### src/hw/rtl/sws_pkg.sv
// Shared types and constants for the sliding-window statistics core.
package sws_pkg;

  // Configuration register map
  localparam int CFG_DATA_W     = 32;
  localparam int CFG_ADDR_W     = 3;
  localparam int WIN_REG_W      = 5;
  localparam logic [WIN_REG_W-1:0] WIN_REG_RESET = 5'd4;
  localparam logic REG_WINDOW_SIZE = 1'b0;

  // Per-beat flags passed from the classifier to the execution side
  typedef struct packed {
    logic produce;
    logic last;
  } job_flags_t;

  localparam int JOB_FLAGS_W = $bits(job_flags_t);

  // Execution sequencer states
  typedef enum logic [2:0] {
    BK_IDLE,
    BK_SCAN,
    BK_ABS,
    BK_DIV,
    BK_OUT
  } back_state_t;

endpackage

### src/hw/rtl/sws_if.sv
// Stream interfaces for the sample input and the statistics output.
interface sws_in_if #(parameter int SAMPLE_BITS = 16);
  logic                          valid;
  logic                          ready;
  logic signed [SAMPLE_BITS-1:0] sample;
  logic                          is_last;

  modport source (output valid, output sample, output is_last, input ready);
  modport sink   (input valid, input sample, input is_last, output ready);
endinterface

interface sws_out_if #(parameter int SAMPLE_BITS = 16);
  logic                          valid;
  logic                          ready;
  logic signed [SAMPLE_BITS-1:0] window_max;
  logic signed [SAMPLE_BITS-1:0] window_min;
  logic signed [SAMPLE_BITS-1:0] window_middle;
  logic signed [SAMPLE_BITS-1:0] window_average;
  logic                          end_of_sequence;

  modport source (output valid, output window_max, output window_min,
                  output window_middle, output window_average,
                  output end_of_sequence, input ready);
  modport sink   (input valid, input window_max, input window_min,
                  input window_middle, input window_average,
                  input end_of_sequence, output ready);
endinterface

### src/hw/rtl/sws_front.sv
// Front end: accepts sample beats, tracks window fill and flags result beats.
module sws_front
  import sws_pkg::*;
#(
  parameter int WINDOW_MAX  = 16,
  parameter int SAMPLE_BITS = 16
) (
  input  logic                          clk,
  input  logic                          rst_n,
  input  logic [$clog2(WINDOW_MAX+1)-1:0] eff_w,
  input  logic                          cfg_clear,
  input  logic                          in_valid,
  output logic                          in_ready,
  input  logic signed [SAMPLE_BITS-1:0] in_sample,
  input  logic                          in_is_last,
  output logic                          push_valid,
  input  logic                          push_ready,
  output logic [JOB_FLAGS_W+SAMPLE_BITS-1:0] push_data
);

  localparam int WIN_W = $clog2(WINDOW_MAX+1);

  logic [WIN_W-1:0] fill_r, fill_nxt;
  logic [WIN_W-1:0] fill_held;
  logic [WIN_W-1:0] fill_new;
  logic             accept;
  job_flags_t       flags;

  assign in_ready   = push_ready;
  assign push_valid = in_valid;
  assign accept     = in_valid && push_ready;

  // Oldest sample drops out once the window is full
  assign fill_held = (fill_r >= eff_w) ? (eff_w - WIN_W'(1)) : fill_r;
  assign fill_new  = fill_held + WIN_W'(1);

  assign flags.produce = (fill_new == eff_w);
  assign flags.last    = in_is_last;
  assign push_data     = {flags, in_sample};

  always_comb begin
    fill_nxt = fill_r;
    if (cfg_clear) begin
      fill_nxt = '0;
    end else if (accept) begin
      fill_nxt = in_is_last ? '0 : fill_new;
    end
  end

  always_ff @(posedge clk) begin
    if (!rst_n) begin
      fill_r <= '0;
    end else begin
      fill_r <= fill_nxt;
    end
  end

endmodule

### src/hw/rtl/sws_queue.sv
// Two-entry queue between the front end and the execution side.
module sws_queue #(
  parameter int DATA_W = 18
) (
  input  logic              clk,
  input  logic              rst_n,
  input  logic              push_valid,
  output logic              push_ready,
  input  logic [DATA_W-1:0] push_data,
  output logic              pop_valid,
  input  logic              pop,
  output logic [DATA_W-1:0] pop_data
);

  logic [DATA_W-1:0] mem_r [2];
  logic              wr_ptr_r, rd_ptr_r;
  logic [1:0]        count_r, count_nxt;
  logic              do_push, do_pop;

  assign push_ready = (count_r != 2'd2);
  assign pop_valid  = (count_r != 2'd0);
  assign pop_data   = mem_r[rd_ptr_r];
  assign do_push    = push_valid && push_ready;
  assign do_pop     = pop && pop_valid;

  always_comb begin
    count_nxt = count_r;
    if (do_push && !do_pop) begin
      count_nxt = count_r + 2'd1;
    end else if (do_pop && !do_push) begin
      count_nxt = count_r - 2'd1;
    end
  end

  // Pointers and occupancy
  always_ff @(posedge clk) begin
    if (!rst_n) begin
      wr_ptr_r <= 1'b0;
      rd_ptr_r <= 1'b0;
      count_r  <= 2'd0;
    end else begin
      count_r <= count_nxt;
      if (do_push) begin
        wr_ptr_r <= !wr_ptr_r;
      end
      if (do_pop) begin
        rd_ptr_r <= !rd_ptr_r;
      end
    end
  end

  // Storage
  always_ff @(posedge clk) begin
    if (do_push) begin
      mem_r[wr_ptr_r] <= push_data;
    end
  end

endmodule

### src/hw/rtl/sws_back.sv
// Execution side: sample history, window scan, iterative average divider.
module sws_back
  import sws_pkg::*;
#(
  parameter int WINDOW_MAX  = 16,
  parameter int SAMPLE_BITS = 16
) (
  input  logic                          clk,
  input  logic                          rst_n,
  input  logic [$clog2(WINDOW_MAX+1)-1:0] eff_w,
  input  logic                          q_valid,
  input  logic [JOB_FLAGS_W+SAMPLE_BITS-1:0] q_data,
  output logic                          q_pop,
  output logic                          out_valid,
  input  logic                          out_ready,
  output logic signed [SAMPLE_BITS-1:0] out_max,
  output logic signed [SAMPLE_BITS-1:0] out_min,
  output logic signed [SAMPLE_BITS-1:0] out_middle,
  output logic signed [SAMPLE_BITS-1:0] out_average,
  output logic                          out_last
);

  localparam int WIN_W = $clog2(WINDOW_MAX+1);
  localparam int IDX_W = (WINDOW_MAX > 1) ? $clog2(WINDOW_MAX) : 1;
  localparam int SUM_W = SAMPLE_BITS + WIN_W;
  localparam int CNT_W = $clog2(SUM_W);
  localparam logic signed [SAMPLE_BITS-1:0] S_MIN = {1'b1, {(SAMPLE_BITS-1){1'b0}}};
  localparam logic signed [SAMPLE_BITS-1:0] S_MAX = {1'b0, {(SAMPLE_BITS-1){1'b1}}};

  back_state_t state_r, state_nxt;

  logic signed [SAMPLE_BITS-1:0] hist_r [WINDOW_MAX];
  logic [WIN_W-1:0]              j_r;
  logic signed [SAMPLE_BITS-1:0] mx_r, mn_r, mid_r;
  logic signed [SUM_W-1:0]       sum_r;
  logic                          neg_r;
  logic                          last_r;
  logic [WIN_W:0]                rem_r;
  logic [SUM_W-1:0]              quo_r;
  logic [CNT_W-1:0]              cnt_r;
  logic                          out_valid_r;
  logic signed [SAMPLE_BITS-1:0] out_max_r, out_min_r, out_mid_r, out_avg_r;
  logic                          out_last_r;

  job_flags_t                    q_flags;
  logic signed [SAMPLE_BITS-1:0] q_sample;
  logic signed [SAMPLE_BITS-1:0] rd;
  logic [WIN_W-1:0]              mid_idx;
  logic                          scan_end;
  logic [WIN_W:0]                rem_sh;
  logic                          ge;
  logic                          out_load;
  logic [SUM_W-1:0]              avg_full;

  assign q_flags  = q_data[JOB_FLAGS_W+SAMPLE_BITS-1:SAMPLE_BITS];
  assign q_sample = q_data[SAMPLE_BITS-1:0];

  // Scan read port and window geometry
  assign rd       = hist_r[j_r[IDX_W-1:0]];
  assign mid_idx  = eff_w - WIN_W'(1) - (eff_w >> 1);
  assign scan_end = (j_r == eff_w - WIN_W'(1));

  // Restoring divide step on the sum magnitude
  assign rem_sh   = {rem_r[WIN_W-1:0], quo_r[SUM_W-1]};
  assign ge       = (rem_sh >= {1'b0, eff_w});
  assign avg_full = neg_r ? (SUM_W'(0) - quo_r) : quo_r;

  // Next state
  always_comb begin
    state_nxt = state_r;
    case (state_r)
      BK_IDLE: begin
        if (q_valid && q_flags.produce) begin
          state_nxt = BK_SCAN;
        end
      end
      BK_SCAN: begin
        if (scan_end) begin
          state_nxt = BK_ABS;
        end
      end
      BK_ABS:  state_nxt = BK_DIV;
      BK_DIV: begin
        if (cnt_r == '0) begin
          state_nxt = BK_OUT;
        end
      end
      BK_OUT: begin
        if (out_load) begin
          state_nxt = BK_IDLE;
        end
      end
      default: state_nxt = BK_IDLE;
    endcase
  end

  // Control outputs
  always_comb begin
    q_pop    = 1'b0;
    out_load = 1'b0;
    case (state_r)
      BK_IDLE: q_pop    = q_valid;
      BK_OUT:  out_load = !out_valid_r || out_ready;
      default: begin
        q_pop    = 1'b0;
        out_load = 1'b0;
      end
    endcase
  end

  // Control registers
  always_ff @(posedge clk) begin
    if (!rst_n) begin
      state_r     <= BK_IDLE;
      out_valid_r <= 1'b0;
    end else begin
      state_r <= state_nxt;
      if (out_load) begin
        out_valid_r <= 1'b1;
      end else if (out_ready) begin
        out_valid_r <= 1'b0;
      end
    end
  end

  // History shift line, newest at entry 0
  always_ff @(posedge clk) begin
    if (q_pop) begin
      hist_r[0] <= q_sample;
      for (int i = 1; i < WINDOW_MAX; i++) begin
        hist_r[i] <= hist_r[i-1];
      end
    end
  end

  // Scan and divide datapath
  always_ff @(posedge clk) begin
    case (state_r)
      BK_IDLE: begin
        j_r    <= '0;
        mx_r   <= S_MIN;
        mn_r   <= S_MAX;
        sum_r  <= '0;
        last_r <= q_flags.last;
      end
      BK_SCAN: begin
        j_r   <= j_r + WIN_W'(1);
        sum_r <= sum_r + SUM_W'(rd);
        if (rd > mx_r) begin
          mx_r <= rd;
        end
        if (rd < mn_r) begin
          mn_r <= rd;
        end
        if (j_r == mid_idx) begin
          mid_r <= rd;
        end
      end
      BK_ABS: begin
        neg_r <= sum_r[SUM_W-1];
        quo_r <= sum_r[SUM_W-1] ? (SUM_W'(0) - sum_r) : sum_r;
        rem_r <= '0;
        cnt_r <= CNT_W'(SUM_W - 1);
      end
      BK_DIV: begin
        rem_r <= ge ? (rem_sh - {1'b0, eff_w}) : rem_sh;
        quo_r <= {quo_r[SUM_W-2:0], ge};
        cnt_r <= cnt_r - CNT_W'(1);
      end
      default: begin
        j_r <= j_r;
      end
    endcase
  end

  // Result register
  always_ff @(posedge clk) begin
    if (out_load) begin
      out_max_r  <= mx_r;
      out_min_r  <= mn_r;
      out_mid_r  <= mid_r;
      out_avg_r  <= avg_full[SAMPLE_BITS-1:0];
      out_last_r <= last_r;
    end
  end

  assign out_valid   = out_valid_r;
  assign out_max     = out_max_r;
  assign out_min     = out_min_r;
  assign out_middle  = out_mid_r;
  assign out_average = out_avg_r;
  assign out_last    = out_last_r;

endmodule

### src/hw/rtl/sliding_window_statistics_core.sv
// Sliding-window max/min/middle/average core: top level with register port.
// A sample beat passes the front end and a two-entry queue between front and back;
// a beat that completes a window then runs the serial window scan, the sign and
// magnitude step and the one-bit-a-cycle divider, and waits until the result
// register is free. While the back end is busy the queue holds up to two further
// beats. Reset: window_size = 4, empty window, queue and output empty; no
// clearing pass.
module sliding_window_statistics_core
  import sws_pkg::*;
#(
  parameter int WINDOW_MAX  = 16,
  parameter int SAMPLE_BITS = 16
) (
  input  logic                   clk,
  input  logic                   rst_n,
  sws_in_if.sink                 in_bus,
  sws_out_if.source              out_bus,
  input  logic                   cfg_psel,
  input  logic                   cfg_penable,
  input  logic                   cfg_pwrite,
  input  logic [CFG_ADDR_W-1:0]  cfg_paddr,
  input  logic [CFG_DATA_W-1:0]  cfg_pwdata,
  output logic [CFG_DATA_W-1:0]  cfg_prdata,
  output logic                   cfg_pready
);

  localparam int WIN_W = $clog2(WINDOW_MAX+1);
  localparam int JOB_W = JOB_FLAGS_W + SAMPLE_BITS;

  logic [WIN_REG_W-1:0] win_r, win_nxt;
  logic [WIN_W-1:0]     eff_w;
  logic                 cfg_wr;
  logic                 push_valid, push_ready;
  logic [JOB_W-1:0]     push_data;
  logic                 q_valid, q_pop;
  logic [JOB_W-1:0]     q_data;

  // Register port
  assign cfg_pready = 1'b1;
  assign cfg_wr = cfg_psel && cfg_penable && cfg_pwrite &&
                  (cfg_paddr[CFG_ADDR_W-1] == REG_WINDOW_SIZE);
  assign cfg_prdata = (cfg_paddr[CFG_ADDR_W-1] == REG_WINDOW_SIZE) ?
                      CFG_DATA_W'(win_r) : '0;

  always_comb begin
    win_nxt = win_r;
    if (cfg_wr) begin
      win_nxt = cfg_pwdata[WIN_REG_W-1:0];
    end
  end

  always_ff @(posedge clk) begin
    if (!rst_n) begin
      win_r <= WIN_REG_RESET;
    end else begin
      win_r <= win_nxt;
    end
  end

  // Effective window: zero reads as one, large values clamp
  always_comb begin
    if (win_r == '0) begin
      eff_w = WIN_W'(1);
    end else if (int'(win_r) > WINDOW_MAX) begin
      eff_w = WIN_W'(WINDOW_MAX);
    end else begin
      eff_w = WIN_W'(win_r);
    end
  end

  sws_front #(
    .WINDOW_MAX  (WINDOW_MAX),
    .SAMPLE_BITS (SAMPLE_BITS)
  ) u_front (
    .clk        (clk),
    .rst_n      (rst_n),
    .eff_w      (eff_w),
    .cfg_clear  (cfg_wr),
    .in_valid   (in_bus.valid),
    .in_ready   (in_bus.ready),
    .in_sample  (in_bus.sample),
    .in_is_last (in_bus.is_last),
    .push_valid (push_valid),
    .push_ready (push_ready),
    .push_data  (push_data)
  );

  sws_queue #(
    .DATA_W (JOB_W)
  ) u_queue (
    .clk        (clk),
    .rst_n      (rst_n),
    .push_valid (push_valid),
    .push_ready (push_ready),
    .push_data  (push_data),
    .pop_valid  (q_valid),
    .pop        (q_pop),
    .pop_data   (q_data)
  );

  sws_back #(
    .WINDOW_MAX  (WINDOW_MAX),
    .SAMPLE_BITS (SAMPLE_BITS)
  ) u_back (
    .clk         (clk),
    .rst_n       (rst_n),
    .eff_w       (eff_w),
    .q_valid     (q_valid),
    .q_data      (q_data),
    .q_pop       (q_pop),
    .out_valid   (out_bus.valid),
    .out_ready   (out_bus.ready),
    .out_max     (out_bus.window_max),
    .out_min     (out_bus.window_min),
    .out_middle  (out_bus.window_middle),
    .out_average (out_bus.window_average),
    .out_last    (out_bus.end_of_sequence)
  );

endmodule

### src/flat_wrapper.sv
// flat-port wrapper written by rule: the top's interface ports become plain ports
module sliding_window_statistics_core_flat import sws_pkg::*;
#(
  parameter int WINDOW_MAX  = 16,
  parameter int SAMPLE_BITS = 16
)
  (clk, rst_n, cfg_psel, cfg_penable, cfg_pwrite, cfg_paddr, cfg_pwdata, cfg_prdata, cfg_pready, in_bus_valid, in_bus_sample, in_bus_is_last, in_bus_ready, out_bus_valid, out_bus_window_max, out_bus_window_min, out_bus_window_middle, out_bus_window_average, out_bus_end_of_sequence, out_bus_ready);
  sws_in_if #(.SAMPLE_BITS(SAMPLE_BITS)) in_bus_i ();
  sws_out_if #(.SAMPLE_BITS(SAMPLE_BITS)) out_bus_i ();
  input  logic clk;
  input  logic rst_n;
  input  logic cfg_psel;
  input  logic cfg_penable;
  input  logic cfg_pwrite;
  input  logic [CFG_ADDR_W-1:0] cfg_paddr;
  input  logic [CFG_DATA_W-1:0] cfg_pwdata;
  output logic [CFG_DATA_W-1:0] cfg_prdata;
  output logic cfg_pready;
  input wire logic [$bits(in_bus_i.valid)-1:0] in_bus_valid;
  input wire logic [$bits(in_bus_i.sample)-1:0] in_bus_sample;
  input wire logic [$bits(in_bus_i.is_last)-1:0] in_bus_is_last;
  output wire logic [$bits(in_bus_i.ready)-1:0] in_bus_ready;
  output wire logic [$bits(out_bus_i.valid)-1:0] out_bus_valid;
  output wire logic [$bits(out_bus_i.window_max)-1:0] out_bus_window_max;
  output wire logic [$bits(out_bus_i.window_min)-1:0] out_bus_window_min;
  output wire logic [$bits(out_bus_i.window_middle)-1:0] out_bus_window_middle;
  output wire logic [$bits(out_bus_i.window_average)-1:0] out_bus_window_average;
  output wire logic [$bits(out_bus_i.end_of_sequence)-1:0] out_bus_end_of_sequence;
  input wire logic [$bits(out_bus_i.ready)-1:0] out_bus_ready;
  assign in_bus_i.valid = in_bus_valid;
  assign in_bus_i.sample = in_bus_sample;
  assign in_bus_i.is_last = in_bus_is_last;
  assign in_bus_ready = in_bus_i.ready;
  assign out_bus_valid = out_bus_i.valid;
  assign out_bus_window_max = out_bus_i.window_max;
  assign out_bus_window_min = out_bus_i.window_min;
  assign out_bus_window_middle = out_bus_i.window_middle;
  assign out_bus_window_average = out_bus_i.window_average;
  assign out_bus_end_of_sequence = out_bus_i.end_of_sequence;
  assign out_bus_i.ready = out_bus_ready;
  sliding_window_statistics_core #(.WINDOW_MAX(WINDOW_MAX), .SAMPLE_BITS(SAMPLE_BITS)) u_core (.clk(clk), .rst_n(rst_n), .in_bus(in_bus_i), .out_bus(out_bus_i), .cfg_psel(cfg_psel), .cfg_penable(cfg_penable), .cfg_pwrite(cfg_pwrite), .cfg_paddr(cfg_paddr), .cfg_pwdata(cfg_pwdata), .cfg_prdata(cfg_prdata), .cfg_pready(cfg_pready));
endmodule
### config.mk
export PLATFORM = sky130hd
export DESIGN_NAME = sliding_window_statistics_core_flat
export DESIGN_NICKNAME = d
export VERILOG_FILES = /design/src/hw/rtl/sws_pkg.sv /design/src/hw/rtl/sws_if.sv /design/src/hw/rtl/sws_front.sv /design/src/hw/rtl/sws_queue.sv /design/src/hw/rtl/sws_back.sv /design/src/hw/rtl/sliding_window_statistics_core.sv /design/src/flat_wrapper.sv
export SDC_FILE = /design/constraint.sdc
export NUM_CORES = 1
export LEC_CHECK = 0
export BUFFER_PORTS_ARGS = -buffer_cell sky130_fd_sc_hd__buf_2
export CAP_MARGIN = 25
export CORE_MARGIN = 3
export CORE_UTILIZATION = 55
export DETAILED_ROUTE_END_ITERATION = 6
export GPL_ROUTABILITY_DRIVEN = 0
export MAX_ROUTING_LAYER = met4
export PLACE_DENSITY = 0.8
export SETUP_SLACK_MARGIN = 0.02
export SLEW_MARGIN = 30
export SYNTH_ARGS = -nofsm -noshare
export SYNTH_HDL_FRONTEND = slang
export SYNTH_HIERARCHICAL = 1
export SYNTH_SLANG_ARGS = --single-unit
### constraint.sdc
create_clock -name clk -period 8.4 [get_ports clk]
set_clock_uncertainty 0.05 [all_clocks]
set_input_delay 2.52 -clock clk [delete_from_list [all_inputs] [get_ports clk]]
set_output_delay 2.52 -clock clk [all_outputs]
set_load 0.1 [all_outputs]
==> metrics.md <==
| Metric | Value |
|---|---|
| I/O pin count | `159` |
| Asr flop ratio synth | `0` |
| Hold Path End | `u_core/u_back/out_middle[4]` |
| Die X | `205 um` |
| Mapped Area | `21,800 um^2` |
| Setup bufs post-CTS | `0` |
| Layout area overhead | `10.7%` |
| Mapped Cells | `1,388` |
| Post-DP HPWL | `26.0 mm` |
| Full die area | `42,100 um^2` |
| Critical Path Start Type | `primary input` |
| Seq/Total Area, Yosys | `0.659` |
| Post-synthesis register bit count | `487` |
| Flop2flop setup slack | `3.41 ns` |
| Maximum clock frequency | `171 MHz` |
| Initial DRC count | `1,002` |
| Total clock sinks | `487` |
| Worst skew pair latency | `0.57 ns` |
| VDD IR max | `0.281 mV` |
| TritonCTS Buffers | `47` |
| Clk slew on worst S/H paths | `0.06 ns` |
| Chip height | `205 um` |
| Reg-to-Reg End | `u_core/u_back/mn_r[0]` |
| Pins Over Slew Limit | `0` |
| Final wirelength | `40.7 mm` |
| FF+latch area | `14,400 um^2` |
| CTS tree | `yes` |
| Leakage power | `8.62 nW` |
| Starting Density | `0.561` |
| Largest net degree at the start of global routing | `140` |
| Relative slew margins | `0.385` |
| First-pass GRT wire length | `64.5 mm` |
| Antenna Nets Post-Route | `0` |
| Syn Area/Cell | `15.7 um^2` |
| Tot GR Track Use | `0.200` |
| Filler Cell Count | `2,759` |
| Final-report setup violation count | `0` |
| # DRC | `0` |
| Sum Neg Setup Slack | `0 ns` |
| FF-to-FF path depth | `10` |
| CP startpoint | `cfg_paddr[2]` |
| Global route overflow | `0` |
| TritonRoute pass-1 iters | `6` |
| Initial antenna violation count | `4` |
| Crit path required time | `5.83 ns` |
| Final core occ | `0.621` |
| P per Cell Area | `395 nW/um^2` |
| RSZ-0062 raised after global routing | `no` |
| Worst hold path type | `register to register` |
| Vias in the first global route | `11,900` |
| Arrival time worst endpoint | `3.26 ns` |
| Drt via density | `5.78` |
| Post-synth cell types | `82` |
| DR WL/cell | `19.9 um` |
| Final min period | `5.83 ns` |
| Outcome | `finished, final reports clean` |
| CTS resizes | `0` |
| Final period util | `0.694` |
| Most frequent cells in the layout | `edfxtp_1, buf_2, nand2_1, ha_1, mux4_2` |
| DR vias | `11,800` |
| Share of cells above drive strength 1 | `0.196` |
| Worst Max-Slew Pin Slew | `0.923 ns` |
| Port-buffer cells | `101` |
| Final hold violations | `0` |
| Synth Flop Type | `edfxtp_1` |
| Ys Warns | `6` |
| Crit. End Element | `primary output` |
| Commonest non-fill, non-tap cell in the layout | `edfxtp_1` |
| Post-synth EDFFs | `464` |
| Longest Clk Path Bufs | `3` |
| Multi-input logic area | `6730 um^2` |
| Hold Path Cell Cnt | `0` |
| Maxcap violations | `0` |
| Core ar. | `38,900 um^2` |
| Crit Path Class | `primary input to primary output` |
| Max FO, Critical Path | `6` |
| Hold Buf Count CTS | `0` |
| Root Driver | `clkbuf_16` |
| Num rows | `72` |
| Final nets | `1,623` |
| Hold Crit Start | `u_core/u_back/mid_r[4]` |
| H-tree Lvls | `2` |
==> metrics by stage <==
step	hold slack (ns)	cells	setup WS (ns)	instance area (um^2)	power [mW]
global placement	0.352	1956	2.58	22600	7.24
CTS	0.369	2045	2.56	24200	9.60
detailed placement	0.355	1957	2.56	22600	7.45
global route	0.376	2046	2.54	24200	10.1
finish	0.369	2046	2.57	24200	9.54
floorplan	0.350	1414	2.06	21900	6.65
==> state kept, by name (all words and copies together) (netlist names), 16 cells and up, named ones only <==
name,cells
u_core/u_back/out_max,16
u_core/u_back/out_middle,16
u_core/u_back/mx_r,16
u_core/u_back/sum_r,21
u_core/u_back/out_average,16
u_core/u_back/hist_r,256
u_core/u_back/mn_r,16
u_core/u_back/out_min,16
u_core/u_back/mid_r,16
u_core/u_queue/mem_r,36
u_core/u_back/quo_r,21
==> worst max path at each step <==
stage	end	slack [ns]
after floorplan	cfg_prdata[0]	2.06
after global placement	cfg_prdata[3]	2.58
after detailed placement	cfg_prdata[1]	2.56
after CTS	cfg_prdata[1]	2.56
after global routing	cfg_prdata[3]	2.54
final	cfg_prdata[1]	2.57
==> metal layers <==
metal / part of all wire / GRT usage / wire length (um) / up-vias
met5: 0 / - / 0 / -
met4: 0.032 / 0.0691 / 1320 / 0
met3: 0.061 / 0.0324 / 2470 / 97
met2: 0.48 / 0.315 / 19500 / 390
met1: 0.43 / 0.271 / 17400 / 5897
li1: - / - / - / 5436
==> power breakdown <==
group	internal, mW	total [mW]	switching (mW)
clock network	1.20	2.07	0.870
registers	4.02	4.59	0.564
logic	1.19	2.88	1.69
total	6.42	9.54	3.12
==> layout make-up <==
class,instances,share of cell area
Clock buffer,60,0.0516
Sequential cell,487,0.596
Tap cell,518,0.0268
Inverter,61,0.00947
Multi-Input combinational cell,776,0.279
Clock inverter,28,0.0111
Antenna cell,1,0.000104
Timing Repair Buffer,115,0.0266
==> synthesized netlist by cell type, types with 27 or more instances <==
cell type | instances | area [um^2]
o21ai_0 | 51 | 255
xor2_1 | 27 | 236
inv_1 | 61 | 229
edfxtp_1 | 464 | 13900
nor2_1 | 56 | 210
nand2_1 | 81 | 304
xnor2_1 | 54 | 473
buf_4 | 52 | 390
a21oi_1 | 39 | 195
ha_1 | 73 | 913
nand2b_1 | 30 | 188
mux4_2 | 67 | 1510
==> critical path, stage by stage <==
cell	delay [ns]
buf_2	0.12
and2b_2	0.20
buf_2	0.42
==> cell families (layout without fill, tap and decap cells) <==
family / count (synthesis) / count (layout) / share of synthesized area
fa+ha+maj: 76 / 76 / 0.0446
other cells: 2 / 29 / 0.000344
simple gates: 297 / 297 / 0.0710
mux: 112 / 112 / 0.0995
buf+inv: 151 / 264 / 0.0378
flops: 487 / 487 / 0.659
xor+xnor: 81 / 81 / 0.0325
compound gates: 182 / 182 / 0.0552
No activity file was read; power rests on OpenSTA's default activity.
